==> src/rtl/core/tecv_pkg.sv <==
// Shared widths, codes and port structs for the tranche effective curve block.
// Used by the divider, the loss store and the top level; depends on nothing.
`timescale 1ns / 1ps
package tecv_pkg;

    // Store geometry
    localparam int NUM_STRIKES = 16;
    localparam int NUM_DATES   = 64;
    localparam int SIDX_W      = $clog2(NUM_STRIKES);
    localparam int DIDX_W      = $clog2(NUM_DATES);
    localparam int MEM_AW      = SIDX_W + DIDX_W;

    // Value widths
    localparam int VAL_W   = 17;
    localparam int REC_W   = 16;
    localparam int NSU_W   = 5;
    localparam int NDU_W   = 7;
    localparam int CURVE_W = 18;
    localparam int BL_W    = 19;
    localparam int MUL_W   = 19;
    localparam int PROD_W  = 2 * MUL_W;
    localparam int DIVN_W  = 52;
    localparam int DEN_W   = 32;

    localparam logic [VAL_W-1:0] ONE_Q16 = 17'h10000;

    // Configuration port
    localparam int CFG_IDX_W  = 2;
    localparam int CFG_DATA_W = 16;
    localparam logic [CFG_IDX_W-1:0] CFG_RECOVERY = 2'd0;
    localparam logic [CFG_IDX_W-1:0] CFG_NSTRIKES = 2'd1;
    localparam logic [CFG_IDX_W-1:0] CFG_NDATES   = 2'd2;

    // Operation codes
    typedef enum logic [1:0] {
        OP_WR_STRIKE = 2'd0,
        OP_WR_LOSS   = 2'd1,
        OP_CONT      = 2'd2,
        OP_FEE       = 2'd3
    } opcode_t;

    // Error codes
    localparam logic [1:0] ERR_OK    = 2'd0;
    localparam logic [1:0] ERR_RANGE = 2'd1;
    localparam logic [1:0] ERR_ORDER = 2'd2;

    // How a strike lands on the grid
    typedef enum logic [1:0] {
        KIND_EXACT  = 2'd0,
        KIND_RAMP   = 2'd1,
        KIND_INTERP = 2'd2
    } kind_t;

    // Divider request and response
    typedef struct packed {
        logic                     start;
        logic signed [DIVN_W-1:0] dividend;
        logic [DEN_W-1:0]         divisor;
    } div_req_t;

    typedef struct packed {
        logic                     done;
        logic signed [DIVN_W-1:0] quotient;
    } div_rsp_t;

endpackage

==> src/rtl/core/tecv_div.sv <==
// Iterative signed-by-unsigned divider, one quotient bit per cycle, truncating.
// Depends on tecv_pkg for widths and the request and response structs.
`timescale 1ns / 1ps
module tecv_div (
    input  logic               aclk,
    input  logic               aresetn,
    input  tecv_pkg::div_req_t req,
    output tecv_pkg::div_rsp_t rsp
);
    localparam int CNT_W = $clog2(tecv_pkg::DIVN_W);

    logic                          busy_reg;
    logic                          done_reg;
    logic                          neg_reg;
    logic [CNT_W-1:0]              cnt_reg;
    logic [tecv_pkg::DIVN_W-1:0]   num_reg;
    logic [tecv_pkg::DEN_W-1:0]    rem_reg;
    logic [tecv_pkg::DEN_W-1:0]    den_reg;
    logic [tecv_pkg::DEN_W:0]      rem_sh;
    logic                          qbit;
    logic [tecv_pkg::DEN_W-1:0]    rem_next;

    // One restoring step on the shifted remainder.
    always_comb begin
        rem_sh = {rem_reg, num_reg[tecv_pkg::DIVN_W-1]};
        qbit   = (rem_sh >= {1'b0, den_reg});
        if (qbit) begin
            rem_next = tecv_pkg::DEN_W'(rem_sh - {1'b0, den_reg});
        end else begin
            rem_next = rem_sh[tecv_pkg::DEN_W-1:0];
        end
    end

    // Sequencing of the bit steps.
    always_ff @(posedge aclk) begin
        if (!aresetn) begin
            busy_reg <= 1'b0;
            done_reg <= 1'b0;
        end else begin
            done_reg <= 1'b0;
            if (req.start) begin
                busy_reg <= 1'b1;
                cnt_reg  <= CNT_W'(tecv_pkg::DIVN_W - 1);
                neg_reg  <= req.dividend[tecv_pkg::DIVN_W-1];
                num_reg  <= req.dividend[tecv_pkg::DIVN_W-1] ? -req.dividend : req.dividend;
                den_reg  <= req.divisor;
                rem_reg  <= '0;
            end else if (busy_reg) begin
                rem_reg <= rem_next;
                num_reg <= {num_reg[tecv_pkg::DIVN_W-2:0], qbit};
                if (cnt_reg == '0) begin
                    busy_reg <= 1'b0;
                    done_reg <= 1'b1;
                end else begin
                    cnt_reg <= cnt_reg - 1'b1;
                end
            end
        end
    end

    assign rsp.done     = done_reg;
    assign rsp.quotient = neg_reg ? -$signed(num_reg) : $signed(num_reg);

    // A new division never starts over one in flight.
    a_no_restart: assert property (@(posedge aclk) disable iff (!aresetn)
        req.start |-> !busy_reg) else $error("divider restarted while busy");

    // Completion is a single-cycle pulse.
    a_done_pulse: assert property (@(posedge aclk) disable iff (!aresetn)
        done_reg |=> !done_reg) else $error("divider done held too long");

endmodule

==> config.mk <==
export PLATFORM = sky130hd
export DESIGN_NAME = tecv_div
export DESIGN_NICKNAME = d
export VERILOG_FILES = /design/src/rtl/core/tecv_pkg.sv /design/src/rtl/core/tecv_div.sv
export SDC_FILE = /design/constraint.sdc
export NUM_CORES = 1
export LEC_CHECK = 0
export BUFFER_PORTS_ARGS = -buffer_cell sky130_fd_sc_hd__buf_2
export CAP_MARGIN = 10
export CORE_UTILIZATION = 45
export DETAILED_ROUTE_END_ITERATION = 10
export PLACE_DENSITY = 0.66
export REMOVE_ABC_BUFFERS = 1
export SYNTH_ARGS = -nofsm -noshare
export SYNTH_HDL_FRONTEND = slang
export SYNTH_SLANG_ARGS = --single-unit
==> constraint.sdc <==
create_clock -name aclk -period 6.45 [get_ports aclk]
set_input_delay 0.3225 -clock aclk [delete_from_list [all_inputs] [get_ports aclk]]
set_output_delay 0.3225 -clock aclk [all_outputs]
set_load 0.03 [all_outputs]
### After elaboration in Yosys (flattened, before gate mapping)

Index checks and enable logic that the tools add are counted.

| word-level totals | value |
|---|---|
| ROM bits | 0 |
| latch bits | 0 |
| memories | 0 |
| bits in writable memories | 0 |
| register bits | 125 |
| input bits | 87 |

| operators by class | value |
|---|---|
| add/sub/neg operators | 4 |
| div/mod/pow operators | 0 |
| $lt $le $gt $ge | 1 |
| shift operators | 0 |
| reductions and logical operators | 6 |
| $mul | 0 |
| equal/unequal tests | 1 |
| bitwise operators | 2 |
| muxes and demuxes | 12 |

Operators with widths:

| cell | count |
|---|---|
| 52-bit two-way mux | 4 |
| 52-bit negator | 2 |
| 32-bit two-way mux | 2 |
| 33-bit by 32-bit >= comparator with 1-bit output | 1 |
| 32-bit subtractor | 1 |
| 6-bit two-way mux | 2 |
| 6-bit zero test | 1 |
| 6-bit by 1-bit subtractor with 6-bit output (second input constant) | 1 |
| 1-bit two-way mux | 4 |
| 2-bit AND reduction | 2 |
| 3-bit AND reduction | 1 |
| 3-bit OR reduction | 1 |
| 2-bit != test (second input constant) | 1 |
| 1-bit NOT | 2 |
| 2-bit nonzero test | 1 |

### Longest topological paths before layout

Gate-level depths: netlist (run 1).

| depth | value |
|---|---|
| word-level depth | 4 |
| gate-level depth with buffers | 14 |
| gate-level depth less buffers | 12 |

### Least setup slack after synthesis (run 1)

Ideal clock, no wire load.

| timing path | value |
|---|---|
| path type | input -> register |
| start | input req[84] (netlist bit) |
| end | register cnt_reg[0] (enable) |
| stages | 3 |
| setup slack | 3070 ps |
| arrival | 3056 ps |
| path buffers | 1 |
| library setup time | 324 ps |
| cells stage by stage | clkbuf_1 > o21a_1 > o41a_1 |

| between the ends | value |
|---|---|
| word-level cells in the longest chain between the ends | 2 |
| elaborated cells between the ends (all ways) | 3 |
| classes of those cells | 1 x eq/ne; 2 x reduce/logical |

RTL lines:

| item | RTL line | source |
|---|---|---|
| start: declaration | tecv_div.sv:7 | `input tecv_pkg::div_req_t req,` |
| 2-bit != test (no source line) or 2-bit nonzero test (tied branches) | -- |  |
| 3-bit AND reduction (no source line) (*) | -- |  |
| end signal: assignment | tecv_div.sv:43 | `cnt_reg <= CNT_W'(tecv_pkg::DIVN_W - 1);` |
| end signal: assignment | tecv_div.sv:55 | `cnt_reg <= cnt_reg - 1'b1;` |
| end: declaration | tecv_div.sv:15 | `logic [CNT_W-1:0] cnt_reg;` |

Mark *: on every way between the ends. The rest lies on a longest branch, timed or not.
A chain may end at the register's enable or synchronous reset.

==> flow_summary.html, run 1 <==
<table>
<tr><th>Metric</th><th>Value</th></tr>
<tr><th colspan="2">Run status</th></tr>
<tr><td>Run status</td><td>complete, no violations</td></tr>
<tr><th colspan="2">GRT</th></tr>
<tr><td>Met1 demand-to-capacity share in global routing</td><td>0.293</td></tr>
<tr><td>Via count of the first global-routing pass</td><td>~7100</td></tr>
<tr><td>Wire length of the first global-routing pass</td><td>about 35 mm</td></tr>
<tr><td>Met2 usage</td><td>0.372</td></tr>
<tr><td>Number of antenna violations at the first check in global routing</td><td>1</td></tr>
<tr><td>GRT Util Overall</td><td>0.223</td></tr>
<tr><td>Met3 track demand over resource</td><td>0.0431</td></tr>
<tr><td>Largest net degree at the start of global routing</td><td>104</td></tr>
<tr><td>GRT Residual Overflow</td><td>0</td></tr>
<tr><td>GRT busiest layer</td><td>met2</td></tr>
<tr><th colspan="2">Route</th></tr>
<tr><td>Via count normalized by instance count</td><td>between 5 and 6</td></tr>
<tr><td>Detailed-routing iteration count for the pre-antenna-repair pass</td><td>5</td></tr>
<tr><td>DRT Wirelength</td><td>between 20 and 25 mm</td></tr>
<tr><td>Per-cell routed wire length</td><td>16.3 um</td></tr>
<tr><td>Total via count in the routed design</td><td>about 7500</td></tr>
<tr><td>DRC violations left</td><td>0</td></tr>
<tr><td>Count of antenna-violating nets left after detailed routing</td><td>0</td></tr>
<tr><td>First DRT Iteration DRCs</td><td>roughly 430</td></tr>
<tr><th colspan="2">Layout</th></tr>
<tr><td>Count of fill cells added during filler insertion</td><td>approximately 1800</td></tr>
<tr><td>Fraction of layout cells with a size suffix above 1</td><td>0.186</td></tr>
<tr><td>Final core occ</td><td>0.542</td></tr>
<tr><td>Cell area after layout</td><td>10300 um^2</td></tr>
<tr><td>Flip-flop count of the largest register after layout</td><td>between 50 and 60</td></tr>
<tr><td>Synth-to-layout area growth</td><td>16.5%</td></tr>
<tr><td>Fin nets</td><td>1187</td></tr>
<tr><th colspan="2">Clock network</th></tr>
<tr><td>Clock edge transition at the registers on the reported setup and hold paths</td><td>approximately 0.060 ns</td></tr>
<tr><td>Clock root buffer</td><td>clkbuf_16</td></tr>
<tr><td>Insertion delay to the later sink of the worst-skew pair</td><td>0.42 ns</td></tr>
<tr><td>Number of setup buffers added after CTS</td><td>0</td></tr>
<tr><td>Total number of H-tree levels</td><td>4</td></tr>
<tr><td>Num CTS Buffers</td><td>17</td></tr>
<tr><td>CTS tree</td><td>built</td></tr>
<tr><td>Clock buffer depth</td><td>2</td></tr>
<tr><td>Resized Gates After CTS</td><td>0</td></tr>
<tr><td>Clk sink count</td><td>125</td></tr>
<tr><td>CTS Hold Buffers Added</td><td>0</td></tr>
<tr><th colspan="2">Timing</th></tr>
<tr><td>Slew @ Worst Pin</td><td>1.13 ns</td></tr>
<tr><td>Fin crit share</td><td>0.662</td></tr>
<tr><td>RSZ-0062 raised after global routing</td><td>no</td></tr>
<tr><td>Final hold vios</td><td>0</td></tr>
<tr><td>Worst setup slack after layout</td><td>2.18 ns</td></tr>
<tr><td>Fin. max-slew vios</td><td>0</td></tr>
<tr><td>Max Clock Skew</td><td>0.00794 ns</td></tr>
<tr><td>Max Clock Freq</td><td>roughly 0.23 GHz</td></tr>
<tr><td>Fin Setup TNS</td><td>0 ns</td></tr>
<tr><td>Final critical path time including I/O delays and setup</td><td>4.27 ns</td></tr>
<tr><td>Worst-case hold slack</td><td>0.0694 ns</td></tr>
<tr><td>Setup violations, final</td><td>0</td></tr>
<tr><td>Tightest slew margin relative to the limit</td><td>0.249</td></tr>
<tr><th colspan="2">Worst setup path</th></tr>
<tr><td>Worst setup EP type</td><td>output port</td></tr>
<tr><td>Critical path class</td><td>reg2out</td></tr>
<tr><td>R2R Setup Slk</td><td>2.55 ns</td></tr>
<tr><td>Length in cells of the worst reg-to-reg path</td><td>10</td></tr>
<tr><td>Launching element type of the critical path</td><td>flop</td></tr>
<tr><td>Beginning of the worst register-to-register path</td><td>rem_reg[2]</td></tr>
<tr><td>Critical R2R Capture</td><td>rem_reg[15]</td></tr>
<tr><td>Endpoint required time on the critical path</td><td>6.13 ns</td></tr>
<tr><td>CP Data Arrival Time</td><td>slightly below 4 ns</td></tr>
<tr><td>Maximum fanout along the worst path</td><td>7</td></tr>
<tr><th colspan="2">Floorplan</th></tr>
<tr><td>Die footprint</td><td>20200 um^2</td></tr>
<tr><td>Die span in x</td><td>~140 um</td></tr>
<tr><td>Vertical extent of the die</td><td>approximately 140 um</td></tr>
<tr><td>Initial Util</td><td>0.466</td></tr>
<tr><td>Top Ports</td><td>140</td></tr>
<tr><td>Std cell rows</td><td>50</td></tr>
<tr><td>Core Footprint</td><td>between 15000 and 20000 um^2</td></tr>
<tr><th colspan="2">Power</th></tr>
<tr><td>PD cells</td><td>between 200 and 300 nW/um^2</td></tr>
<tr><td>Peak ir drop on the vdd network</td><td>0.000199 V</td></tr>
<tr><td>Leakage</td><td>3.92 nW</td></tr>
<tr><th colspan="2">Yosys</th></tr>
<tr><td>Dominant cell type by area after synthesis</td><td>edfxtp_1</td></tr>
<tr><td>Top cells by area, synth</td><td>edfxtp_1 (42%), xnor2_1 (6.3%), xor2_1 (6.1%), a21oi_1 (6.1%), ha_1 (4.9%)</td></tr>
<tr><td>Number of enable-type register cells in the synthesized netlist</td><td>123</td></tr>
<tr><td>Cell types with the highest counts after synthesis</td><td>edfxtp_1 (123), a21oi_1 (108), nand2_1 (89)</td></tr>
<tr><td>Area fraction of the dominant cell type after synthesis</td><td>0.417</td></tr>
<tr><td>Cells after synthesis</td><td>around 940</td></tr>
<tr><td>Post-synth design cell area</td><td>8850 um^2</td></tr>
<tr><td>Top flip-flop cell by instance count after synthesis</td><td>edfxtp_1</td></tr>
<tr><td>Total number of yosys warnings</td><td>0</td></tr>
<tr><td>Number of register bits inferred by synthesis</td><td>125</td></tr>
<tr><td>Average cell area after synthesis</td><td>9.39 um^2</td></tr>
<tr><td>Fraction of registers with async set or reset after synthesis</td><td>0</td></tr>
<tr><td>Synth cell types</td><td>67</td></tr>
<tr><td>Sequential-to-total area share from yosys stat</td><td>0.422</td></tr>
<tr><td>Cell with the most instances after synthesis</td><td>edfxtp_1</td></tr>
<tr><th colspan="2">Place</th></tr>
<tr><td>Minimum setup slack after placement</td><td>2.54 ns</td></tr>
<tr><td>Post-DP HPWL</td><td>15.4 mm</td></tr>
<tr><td>Placer's final routability congestion estimate</td><td>0.869</td></tr>
<tr><td>Port Buffers</td><td>~140</td></tr>
<tr><td>Placed standard-cell area</td><td>9750 um^2</td></tr>
<tr><th colspan="2">Worst hold path</th></tr>
<tr><td>Min-delay src</td><td>req[5]</td></tr>
<tr><td>Worst Hold Path Cells</td><td>1</td></tr>
<tr><td>Hold path endpoint</td><td>den_reg[5]</td></tr>
<tr><td>Min-delay worst type</td><td>in2reg</td></tr>
<tr><th colspan="2">Job</th></tr>
<tr><td>Max_cap viols</td><td>0</td></tr>
</table>
[cell type report]
| type | count | area (um^2) | area share |
|---|---|---|---|
| diodes | 1 | 2.50 | 0.000243 |
| clock buffers | 19 | 433 | 0.0420 |
| clock inverters | 13 | 125 | 0.0121 |
| inverters | 51 | 191 | 0.0186 |
| multi-input cells | 726 | 4770 | 0.463 |
| flip-flops and latches | 125 | 3730 | 0.362 |
| well taps | 260 | 325 | 0.0316 |
| repair buffers | 143 | 728 | 0.0706 |
[worst max path at each step]
stage,start,end,slack [ns],depth (start not counted)
floorplan,rem_reg[2],rem_reg[15],-0.41,10
global placement,num_reg[14],rsp[51],2.56,10
detailed placement,num_reg[14],rsp[51],2.54,10
CTS,num_reg[14],rsp[51],2.07,10
global route,num_reg[14],rsp[51],2.00,10
finish,num_reg[14],rsp[51],2.18,10
[per-stage QoR]
| step | std cells | power, mW |
|---|---|---|
| after floorplan | 902 | 1.55 |
| after global placement | 1305 | 1.75 |
| after detailed placement | 1305 | 1.76 |
| after CTS | 1337 | 2.69 |
| after global routing | 1337 | 2.81 |
| final | 1338 | 2.68 |
[worst max-delay path, cell delays in order, from the launching register on]
cell	delay [ns]
edfxtp_1	0.44
or4_4	0.58
nor4_4	0.24
nand2b_2	0.14
or4_4	0.48
nor4_4	0.21
nand3_2	0.24
or2_4	0.33
o41ai_2	0.36
xnor2_1	0.23
buf_2	0.26
[report_power, final]
part | switching (mW) | total [mW] | internal, mW
Combinational | 0.452 | 0.718 | 0.266
Sequential | 0.0494 | 1.03 | 0.982
Clock | 0.364 | 0.926 | 0.562
Total | 0.865 | 2.68 | 1.81
[cell usage in the layout (no fill, tap or decap), drive strengths merged, types with 4 or more instances in the layout]
cell,count
a211oi,8
a21oi,108
a31oi,4
and2,6
and4,4
buf,143
clkbuf,19
clkinv,10
edfxtp,123
ha,35
inv,50
nand2,89
nand2b,8
nand3,14
nand4,5
nor2,86
nor2b,7
nor3,15
nor4,14
o21a,6
o21ai,60
o21bai,4
o31ai,33
o41ai,15
or2,6
or3,23
or4,11
xnor2,64
xor2,62
[kinds of logic after synthesis]
family	count (synthesis)	synth area share
AND/OR/NAND/NOR	295	0.167
AO/OA/AOI/OAI	268	0.192
XOR/XNOR	126	0.125
flip-flops	125	0.422
buffers and inverters	92	0.0413
adder cells (fa/ha/maj)	36	0.0517
multiplexers	1	0.00113
[routing by layer]
metal | wire (um) | vias to the layer above
li1 | - | 3693
met1 | 9860 | 3572
met2 | 10400 | 220
met3 | 1220 | 29
met4 | 326 | 0
met5 | 0 | -
No activity file was read; power rests on OpenSTA's default activity.
==> run 2, diff against run 1 <==
==> constraint.sdc (replaced) <==
create_clock -name aclk -period 4.4 [get_ports aclk]
set_input_delay 0.22 -clock aclk [delete_from_list [all_inputs] [get_ports aclk]]
set_output_delay 0.22 -clock aclk [all_outputs]
set_load 0.03 [all_outputs]
==> run 2 against run 1 <==
  * Hold slack better by 0.017 ns
  * First-iteration DRC count is 1.4% lower
  * Worst setup slack worse by 1.8 ns
  * Cell area is 3.1% higher
  * Non-clock buffer count is 34 higher
  * Core utilization is 1.7 points higher
  * Sequential share of layout area is 1.1 points lower
  * Register-to-register slack worse by 1.9 ns
  * Clock power is 44% higher
  * Final cell count is 2.5% higher
  * Total power is 46% higher
  * Critical path type unchanged
  * Largest power group unchanged
==> flow_summary.html, run 2 (same netlist as run 1, synthesis figures left out) <==
<table>
<tr><th>Metric</th><th>Value</th></tr>
<tr><th colspan="2">Worst setup path</th></tr>
<tr><td>Longest individual stage delay on the worst path</td><td>0.58 ns (about the same)</td></tr>
<tr><td>R2R Setup Slk</td><td>0.63 ns (was 2.55 ns)</td></tr>
<tr><td>Worst setup EP type</td><td>output port (unchanged)</td></tr>
<tr><td>Beginning of the worst register-to-register path</td><td>rem_reg[0] (was rem_reg[2])</td></tr>
<tr><td>Capturing instance or port of the critical path</td><td>rsp[51] (unchanged)</td></tr>
<tr><td>Length in cells of the worst reg-to-reg path</td><td>11 (was 10)</td></tr>
<tr><td>Critical R2R Capture</td><td>rem_reg[15] (unchanged)</td></tr>
<tr><td>Critical path class</td><td>reg2out (unchanged)</td></tr>
<tr><td>Stages on worst setup path</td><td>10 (unchanged)</td></tr>
<tr><td>Endpoint required time on the critical path</td><td>4.18 ns (was 6.13 ns)</td></tr>
<tr><td>Start point of the critical path</td><td>num_reg[14] (unchanged)</td></tr>
<tr><td>Launching element type of the critical path</td><td>flop (unchanged)</td></tr>
<tr><td>CP Data Arrival Time</td><td>3.81 ns (was 3.95 ns)</td></tr>
<tr><td>Dominant delay contributor by cell family on the critical path</td><td>simple AND/OR/NAND/NOR gates (unchanged)</td></tr>
<tr><td>Slowest cell on the critical path</td><td>or4_4 (unchanged)</td></tr>
<tr><td>Count of buffer and inverter cells on the critical path</td><td>1 (unchanged)</td></tr>
<tr><td>Maximum fanout along the worst path</td><td>7 (unchanged)</td></tr>
<tr><td>Crit-path cells</td><td>or4_4 -&gt; nor4_4 -&gt; nand2b_2 -&gt; or4_4 -&gt; nor4_4 -&gt; nand3_2 -&gt; or2_4 -&gt; o41ai_2 -&gt; xnor2_1 -&gt; buf_2 (unchanged)</td></tr>
<tr><th colspan="2">Timing</th></tr>
<tr><td>Slew @ Worst Pin</td><td>0.987 ns (was 1.13 ns)</td></tr>
<tr><td>Max Clock Freq</td><td>between 0.2 and 0.25 GHz</td></tr>
<tr><td>Max Clock Skew</td><td>0.0109 ns (was 0.00794 ns)</td></tr>
<tr><td>RSZ-0062 raised after global routing</td><td>no (unchanged)</td></tr>
<tr><td>Tightest slew margin relative to the limit</td><td>0.342 (was 0.249)</td></tr>
<tr><td>Final hold vios</td><td>0 (unchanged)</td></tr>
<tr><td>Fin crit share</td><td>0.916</td></tr>
<tr><td>Fin. max-slew vios</td><td>0 (unchanged)</td></tr>
<tr><td>Worst setup slack after layout</td><td>0.369 ns (was 2.18 ns)</td></tr>
<tr><td>Worst-case hold slack</td><td>0.0860 ns (was 0.0694 ns)</td></tr>
<tr><td>Final critical path time including I/O delays and setup</td><td>4.03 ns</td></tr>
<tr><td>Setup violations, final</td><td>0 (unchanged)</td></tr>
<tr><th colspan="2">Route</th></tr>
<tr><td>Via count normalized by instance count</td><td>5.50 (was 5.62)</td></tr>
<tr><td>Count of antenna-violating nets left after detailed routing</td><td>0 (unchanged)</td></tr>
<tr><td>Detailed-routing iteration count for the pre-antenna-repair pass</td><td>5 (unchanged)</td></tr>
<tr><td>Total via count in the routed design</td><td>7546 (was 7514)</td></tr>
<tr><td>First DRT Iteration DRCs</td><td>427 (was 433)</td></tr>
<tr><td>Per-cell routed wire length</td><td>16.1 um (was 16.3 um)</td></tr>
<tr><td>DRC violations left</td><td>0 (unchanged)</td></tr>
<tr><td>DRT Wirelength</td><td>22.0 mm (was 21.8 mm)</td></tr>
<tr><th colspan="2">Floorplan</th></tr>
<tr><td>Std cell rows</td><td>50 (unchanged)</td></tr>
<tr><td>Die footprint</td><td>20200 um^2 (unchanged)</td></tr>
<tr><td>Top Ports</td><td>140 (unchanged)</td></tr>
<tr><td>Vertical extent of the die</td><td>142 um (unchanged)</td></tr>
<tr><td>Initial Util</td><td>0.466 (unchanged)</td></tr>
<tr><td>Die span in x</td><td>142 um (unchanged)</td></tr>
<tr><td>Core Footprint</td><td>19000 um^2 (unchanged)</td></tr>
<tr><th colspan="2">Place</th></tr>
<tr><td>Placed standard-cell area</td><td>9760 um^2 (was 9750 um^2)</td></tr>
<tr><td>Post-DP HPWL</td><td>15.4 mm (about the same)</td></tr>
<tr><td>Placer's final routability congestion estimate</td><td>0.880 (was 0.869)</td></tr>
<tr><td>Port Buffers</td><td>139 (unchanged)</td></tr>
<tr><td>Minimum setup slack after placement</td><td>0.722 ns (was 2.54 ns)</td></tr>
<tr><th colspan="2">Clock network</th></tr>
<tr><td>Total number of H-tree levels</td><td>4 (unchanged)</td></tr>
<tr><td>Clock root buffer</td><td>clkbuf_16 (unchanged)</td></tr>
<tr><td>Num CTS Buffers</td><td>17 (unchanged)</td></tr>
<tr><td>Clock buffer depth</td><td>2 (unchanged)</td></tr>
<tr><td>CTS tree</td><td>built (unchanged)</td></tr>
<tr><td>Resized Gates After CTS</td><td>0 (unchanged)</td></tr>
<tr><td>Clk sink count</td><td>125 (unchanged)</td></tr>
<tr><td>Clock edge transition at the registers on the reported setup and hold paths</td><td>0.06 ns (about the same)</td></tr>
<tr><td>Insertion delay to the later sink of the worst-skew pair</td><td>0.42 ns (about the same)</td></tr>
<tr><th colspan="2">Power</th></tr>
<tr><td>Leakage</td><td>4.05 nW (was 3.92 nW)</td></tr>
<tr><td>Power after layout</td><td>3.92 mW (was 2.68 mW)</td></tr>
<tr><td>Peak ir drop on the vdd network</td><td>0.000251 V (was 0.000199 V)</td></tr>
<tr><td>PD cells</td><td>369 nW/um^2 (was 260 nW/um^2)</td></tr>
<tr><th colspan="2">GRT</th></tr>
<tr><td>Via count of the first global-routing pass</td><td>7288 (was 7063)</td></tr>
<tr><td>Largest net degree at the start of global routing</td><td>86 (was 104)</td></tr>
<tr><td>Number of antenna violations at the first check in global routing</td><td>2 (was 1)</td></tr>
<tr><td>GRT Residual Overflow</td><td>0 (unchanged)</td></tr>
<tr><td>GRT Util Overall</td><td>0.229 (was 0.223)</td></tr>
<tr><td>Wire length of the first global-routing pass</td><td>36.3 mm (was 35.2 mm)</td></tr>
<tr><th colspan="2">Layout</th></tr>
<tr><td>Flip-flop count of the largest register after layout</td><td>52 (unchanged)</td></tr>
<tr><td>Fin nets</td><td>1221 (was 1187)</td></tr>
<tr><td>Synth-to-layout area growth</td><td>20.0% (was 16.5%)</td></tr>
<tr><td>Top library cells by usage in the layout, fill and taps aside</td><td>buf_2 (138), edfxtp_1 (123), a21oi_1 (108) (unchanged)</td></tr>
<tr><td>Leading cell type in the layout, fill and taps excluded</td><td>buf_2 (unchanged)</td></tr>
<tr><td>Fraction of layout cells with a size suffix above 1</td><td>0.177 (was 0.186)</td></tr>
<tr><td>Count of fill cells added during filler insertion</td><td>1730 (was 1772)</td></tr>
<tr><td>Cell area after layout</td><td>10600 um^2 (was 10300 um^2)</td></tr>
<tr><th colspan="2">Worst hold path</th></tr>
<tr><td>Min-delay worst type</td><td>in2reg (unchanged)</td></tr>
<tr><th colspan="2">Job</th></tr>
<tr><td>Max_cap viols</td><td>0 (unchanged)</td></tr>
<tr><th colspan="2">Run status</th></tr>
<tr><td>Run status</td><td>complete, no violations (unchanged)</td></tr>
</table>
[run 2: routing by layer]
layer  GRT usage  routed length, um  vias to the layer above
met5           0                 13                        -
met3      0.0542               1070                       28
li1            -                  -                     3767
met4      0.0702                372                        2
met1       0.298              10100                     3538
met2       0.377              10500                      211
[run 2: layout make-up]
| class | instances | area (um^2) | area share |
|---|---|---|---|
| diodes | 1 | 2.50 | 0.000235 |
| repair buffers | 177 | 1060 | 0.100 |
| clock inverters | 9 | 96.3 | 0.00907 |
| multi-input cells | 726 | 4770 | 0.449 |
| clock buffers | 22 | 444 | 0.0418 |
| flip-flops and latches | 125 | 3730 | 0.351 |
| well taps | 260 | 325 | 0.0306 |
| inverters | 51 | 191 | 0.0180 |
[run 2: how the worst min path moves through the flow]
stage	from	to	slack, ns	cells past startpoint
final	aresetn	done_reg	0.09	3
after CTS	req[1]	den_reg[1]	0.0005	1
after floorplan	req[0]	den_reg[0]	0.32	0
after global placement	req[13]	den_reg[13]	0.40	1
after global routing	aresetn	done_reg	0.08	3
after detailed placement	req[16]	den_reg[16]	0.40	1
[run 2: power by group]
group	internal [mW]	total (mW)	switching, mW
clock	0.821	1.33	0.510
combinational	0.411	1.07	0.656
sequential	1.44	1.52	0.0789
[run 2: worst min-delay path, stage by stage]
cell	delay (ns)
buf_2	0.12
nand3b_1	0.07
nor4_1	0.05
[run 2: stage by stage]
stage / std cells / setup TNS [ns] / util
2_1_floorplan: 902 / -59.58 / -
3_3_place_gp: 1307 / 0 / 0.513
3_5_place_dp: 1307 / 0 / 0.513
4_1_cts: 1368 / 0 / 0.558
5_1_grt: 1370 / 0 / 0.559
6_report: 1371 / 0 / 0.559
[run 2: repair_timing]
action	4_1_cts	5_1_grt
hold buffers	30	2
buffers inserted	0	0
endpoints found under the hold margin	30	2
==> run 3, diff against run 2 <==
--- a/config.mk
+++ b/config.mk
@@ -9,7 +9,7 @@
 export CAP_MARGIN = 10
 export CORE_UTILIZATION = 45
 export DETAILED_ROUTE_END_ITERATION = 10
-export PLACE_DENSITY = 0.66
+export PLACE_DENSITY_LB_ADDON = 0.25
 export REMOVE_ABC_BUFFERS = 1
 export SYNTH_ARGS = -nofsm -noshare
 export SYNTH_HDL_FRONTEND = slang
==> run 3 against run 2 <==
  * Critical path depth did not move
  * First-iteration DRC count decreased by 2.8%
  * Worst setup slack better by 0.15 ns
  * Critical endpoint unchanged
  * Sequential power about the same
  * Combinational power is essentially flat
  * Clock skew is 0.00070 ns lower
  * Via count fell by 1.0%
  * Largest power group unchanged
==> flow_summary.html, run 3 (same netlist as run 1, synthesis figures left out) <==
<table>
<tr><th>Metric</th><th>Value</th></tr>
<tr><th colspan="2">Layout</th></tr>
<tr><td>Number of antenna diodes</td><td>0 (was 1)</td></tr>
<tr><td>Area occupied by multi-input gates</td><td>4770 um^2 (unchanged)</td></tr>
<tr><td>Count of fill cells added during filler insertion</td><td>1791 (was 1730)</td></tr>
<tr><td>Cell area after layout</td><td>10700 um^2 (was 10600 um^2)</td></tr>
<tr><td>Top library cells by usage in the layout, fill and taps aside</td><td>buf_2 (138), edfxtp_1 (123), a21oi_1 (108) (unchanged)</td></tr>
<tr><td>Sequential cell area</td><td>3730 um^2 (unchanged)</td></tr>
<tr><td>Synth-to-layout area growth</td><td>20.4% (was 20.0%)</td></tr>
<tr><td>Fin nets</td><td>1219 (was 1221)</td></tr>
<tr><td>Leading cell type in the layout, fill and taps excluded</td><td>buf_2 (unchanged)</td></tr>
<tr><td>Final core occ</td><td>0.560 (was 0.559)</td></tr>
<tr><td>Fraction of layout cells with a size suffix above 1</td><td>0.180 (was 0.177)</td></tr>
<tr><td>Flip-flop count of the largest register after layout</td><td>52 (unchanged)</td></tr>
<tr><th colspan="2">Timing</th></tr>
<tr><td>Max Clock Skew</td><td>0.0102 ns (was 0.0109 ns)</td></tr>
<tr><td>Worst setup slack after layout</td><td>0.515 ns (was 0.369 ns)</td></tr>
<tr><td>Fin crit share</td><td>0.883 (was 0.916)</td></tr>
<tr><td>RSZ-0062 raised after global routing</td><td>no (unchanged)</td></tr>
<tr><td>Tightest slew margin relative to the limit</td><td>0.328 (was 0.342)</td></tr>
<tr><td>Fin. max-slew vios</td><td>0 (unchanged)</td></tr>
<tr><td>Setup violations, final</td><td>0 (unchanged)</td></tr>
<tr><td>Slew @ Worst Pin</td><td>1.01 ns (was 0.987 ns)</td></tr>
<tr><td>Max Clock Freq</td><td>0.257 GHz (was 0.248 GHz)</td></tr>
<tr><td>Fin Setup TNS</td><td>0 ns (unchanged)</td></tr>
<tr><td>Final hold vios</td><td>0 (unchanged)</td></tr>
<tr><td>Worst-case hold slack</td><td>0.00845 ns (was 0.0860 ns)</td></tr>
<tr><td>Final critical path time including I/O delays and setup</td><td>3.89 ns (was 4.03 ns)</td></tr>
<tr><th colspan="2">Clock network</th></tr>
<tr><td>CTS tree</td><td>built (unchanged)</td></tr>
<tr><td>Number of setup buffers added after CTS</td><td>0 (unchanged)</td></tr>
<tr><td>Clock edge transition at the registers on the reported setup and hold paths</td><td>0.06 ns (about the same)</td></tr>
<tr><td>Clock root buffer</td><td>clkbuf_16 (unchanged)</td></tr>
<tr><td>Total number of H-tree levels</td><td>4 (unchanged)</td></tr>
<tr><td>Resized Gates After CTS</td><td>0 (unchanged)</td></tr>
<tr><td>Clock buffer depth</td><td>2 (unchanged)</td></tr>
<tr><td>Insertion delay to the later sink of the worst-skew pair</td><td>0.43 ns (was 0.42 ns)</td></tr>
<tr><td>Clk sink count</td><td>125 (unchanged)</td></tr>
<tr><td>CTS Hold Buffers Added</td><td>30 (unchanged)</td></tr>
<tr><td>Num CTS Buffers</td><td>17 (unchanged)</td></tr>
<tr><th colspan="2">Floorplan</th></tr>
<tr><td>Die footprint</td><td>20200 um^2 (unchanged)</td></tr>
<tr><td>Die span in x</td><td>142 um (unchanged)</td></tr>
<tr><td>Core Footprint</td><td>19000 um^2 (unchanged)</td></tr>
<tr><td>Top Ports</td><td>140 (unchanged)</td></tr>
<tr><td>Initial Util</td><td>0.466 (unchanged)</td></tr>
<tr><td>Vertical extent of the die</td><td>142 um (unchanged)</td></tr>
<tr><td>Std cell rows</td><td>50 (unchanged)</td></tr>
<tr><th colspan="2">Route</th></tr>
<tr><td>Per-cell routed wire length</td><td>16.0 um (was 16.1 um)</td></tr>
<tr><td>DRC violations left</td><td>0 (unchanged)</td></tr>
<tr><td>First DRT Iteration DRCs</td><td>415 (was 427)</td></tr>
<tr><td>Via count normalized by instance count</td><td>5.45 (was 5.50)</td></tr>
<tr><td>Count of antenna-violating nets left after detailed routing</td><td>0 (unchanged)</td></tr>
<tr><td>Total via count in the routed design</td><td>7467 (was 7546)</td></tr>
<tr><td>DRT Wirelength</td><td>21.8 mm (was 22.0 mm)</td></tr>
<tr><td>Detailed-routing iteration count for the pre-antenna-repair pass</td><td>5 (unchanged)</td></tr>
<tr><th colspan="2">Worst setup path</th></tr>
<tr><td>Worst setup EP type</td><td>output port (unchanged)</td></tr>
<tr><td>Crit-path cells</td><td>or4_4 -&gt; nor4_4 -&gt; nand2b_2 -&gt; or4_4 -&gt; nor4_4 -&gt; nand3_2 -&gt; or2_4 -&gt; o41ai_2 -&gt; xnor2_1 -&gt; buf_2 (unchanged)</td></tr>
<tr><td>Count of buffer and inverter cells on the critical path</td><td>1 (unchanged)</td></tr>
<tr><td>Critical path class</td><td>reg2out (unchanged)</td></tr>
<tr><td>Dominant delay contributor by cell family on the critical path</td><td>simple AND/OR/NAND/NOR gates (unchanged)</td></tr>
<tr><td>Critical R2R Capture</td><td>rem_reg[15] (unchanged)</td></tr>
<tr><td>R2R Setup Slk</td><td>0.88 ns (was 0.63 ns)</td></tr>
<tr><td>CP Data Arrival Time</td><td>3.67 ns (was 3.81 ns)</td></tr>
<tr><td>Beginning of the worst register-to-register path</td><td>rem_reg[2] (was rem_reg[0])</td></tr>
<tr><td>Length in cells of the worst reg-to-reg path</td><td>10 (was 11)</td></tr>
<tr><td>Launching element type of the critical path</td><td>flop (unchanged)</td></tr>
<tr><td>Longest individual stage delay on the worst path</td><td>0.58 ns (about the same)</td></tr>
<tr><td>Endpoint required time on the critical path</td><td>4.18 ns (about the same)</td></tr>
<tr><td>Maximum fanout along the worst path</td><td>7 (unchanged)</td></tr>
<tr><td>Slowest cell on the critical path</td><td>or4_4 (unchanged)</td></tr>
<tr><th colspan="2">GRT</th></tr>
<tr><td>Via count of the first global-routing pass</td><td>7319 (was 7288)</td></tr>
<tr><td>GRT Util Overall</td><td>0.225 (was 0.229)</td></tr>
<tr><td>Largest net degree at the start of global routing</td><td>83 (was 86)</td></tr>
<tr><td>Number of antenna violations at the first check in global routing</td><td>1 (was 2)</td></tr>
<tr><td>GRT Residual Overflow</td><td>0 (unchanged)</td></tr>
<tr><td>Wire length of the first global-routing pass</td><td>36.0 mm (was 36.3 mm)</td></tr>
<tr><th colspan="2">Place</th></tr>
<tr><td>Minimum setup slack after placement</td><td>0.859 ns (was 0.722 ns)</td></tr>
<tr><td>Post-DP HPWL</td><td>15.2 mm (was 15.4 mm)</td></tr>
<tr><td>Placed standard-cell area</td><td>9760 um^2 (about the same)</td></tr>
<tr><td>Placer's final routability congestion estimate</td><td>0.869 (was 0.880)</td></tr>
<tr><td>Port Buffers</td><td>139 (unchanged)</td></tr>
<tr><th colspan="2">Power</th></tr>
<tr><td>Leakage</td><td>4.07 nW (was 4.05 nW)</td></tr>
<tr><td>PD cells</td><td>377 nW/um^2 (was 369 nW/um^2)</td></tr>
<tr><td>Peak ir drop on the vdd network</td><td>0.000235 V (was 0.000251 V)</td></tr>
<tr><th colspan="2">Worst hold path</th></tr>
<tr><td>Hold path endpoint</td><td>den_reg[0] (was done_reg)</td></tr>
<tr><td>Min-delay src</td><td>req[0] (was aresetn)</td></tr>
<tr><td>Min-delay worst type</td><td>in2reg (unchanged)</td></tr>
<tr><td>Worst Hold Path Cells</td><td>1 (was 3)</td></tr>
<tr><th colspan="2">Run status</th></tr>
<tr><td>Run status</td><td>complete, no violations (unchanged)</td></tr>
<tr><th colspan="2">Job</th></tr>
<tr><td>Max_cap viols</td><td>0 (unchanged)</td></tr>
</table>
## run 3: cell types whose count changed in the layout (fill, tap and decap cells not counted)
cell and delta:
buf_4 -1, bufinv_16 +1, clkbuf_8 +2, clkinv_1 -3, clkinv_2 +2, clkinvlp_4 -1
diode_2 -1, dlygate4sd3_1 -1
## run 3: power breakdown
part | leakage [nW] | total, mW | internal, mW | switching (mW)
clock network | 0.288 | 1.44 | 0.916 | 0.520
logic | 2.61 | 1.06 | 0.410 | 0.654
registers | 1.18 | 1.52 | 1.44 | 0.0778
## run 3: per-stage QoR
step	total power [mW]	instances
after detailed placement	2.57	1306
after global routing	4.22	1369
after global placement	2.57	1306
final	4.02	1369
after floorplan	2.27	902
after CTS	4.04	1368
## run 3: worst max path at each step
stage,cells past startpoint,start,endpoint,slack (ns)
3_3_place_gp,10,rem_reg[0],rem_reg[15],0.99
3_5_place_dp,10,rem_reg[0],rem_reg[15],0.86
6_report,10,num_reg[14],rsp[51],0.51
2_1_floorplan,10,rem_reg[2],rem_reg[15],-2.46
4_1_cts,10,num_reg[14],rsp[51],0.47
5_1_grt,10,num_reg[14],rsp[51],0.33
## run 3: layer usage
metal	vias up	routed length (um)	track usage
li1	3752	-	-
met5	-	13	0
met1	3495	9920	0.290
met3	26	1200	0.0498
met2	192	10400	0.379
met4	2	263	0.0628
## run 3: final cells by class
type | count | area share
sequential | 125 | 0.350
tap | 260 | 0.0305
multi-input combinational | 726 | 0.448
clock inverter | 8 | 0.0110
inverter | 51 | 0.0180
clock buffer | 24 | 0.0443
timing repair buffer | 175 | 0.0982
## run 3: worst register-to-register path: stages, from the launching register on
cell	delay [ns]
edfxtp_1	0.39
ha_1	0.38
o21a_1	0.15
o31a_1	0.22
o2111ai_1	0.24
a2111oi_0	0.48
nor2_1	0.20
o41ai_2	0.40
inv_1	0.25
or3b_2	0.51
a21oi_1	0.15
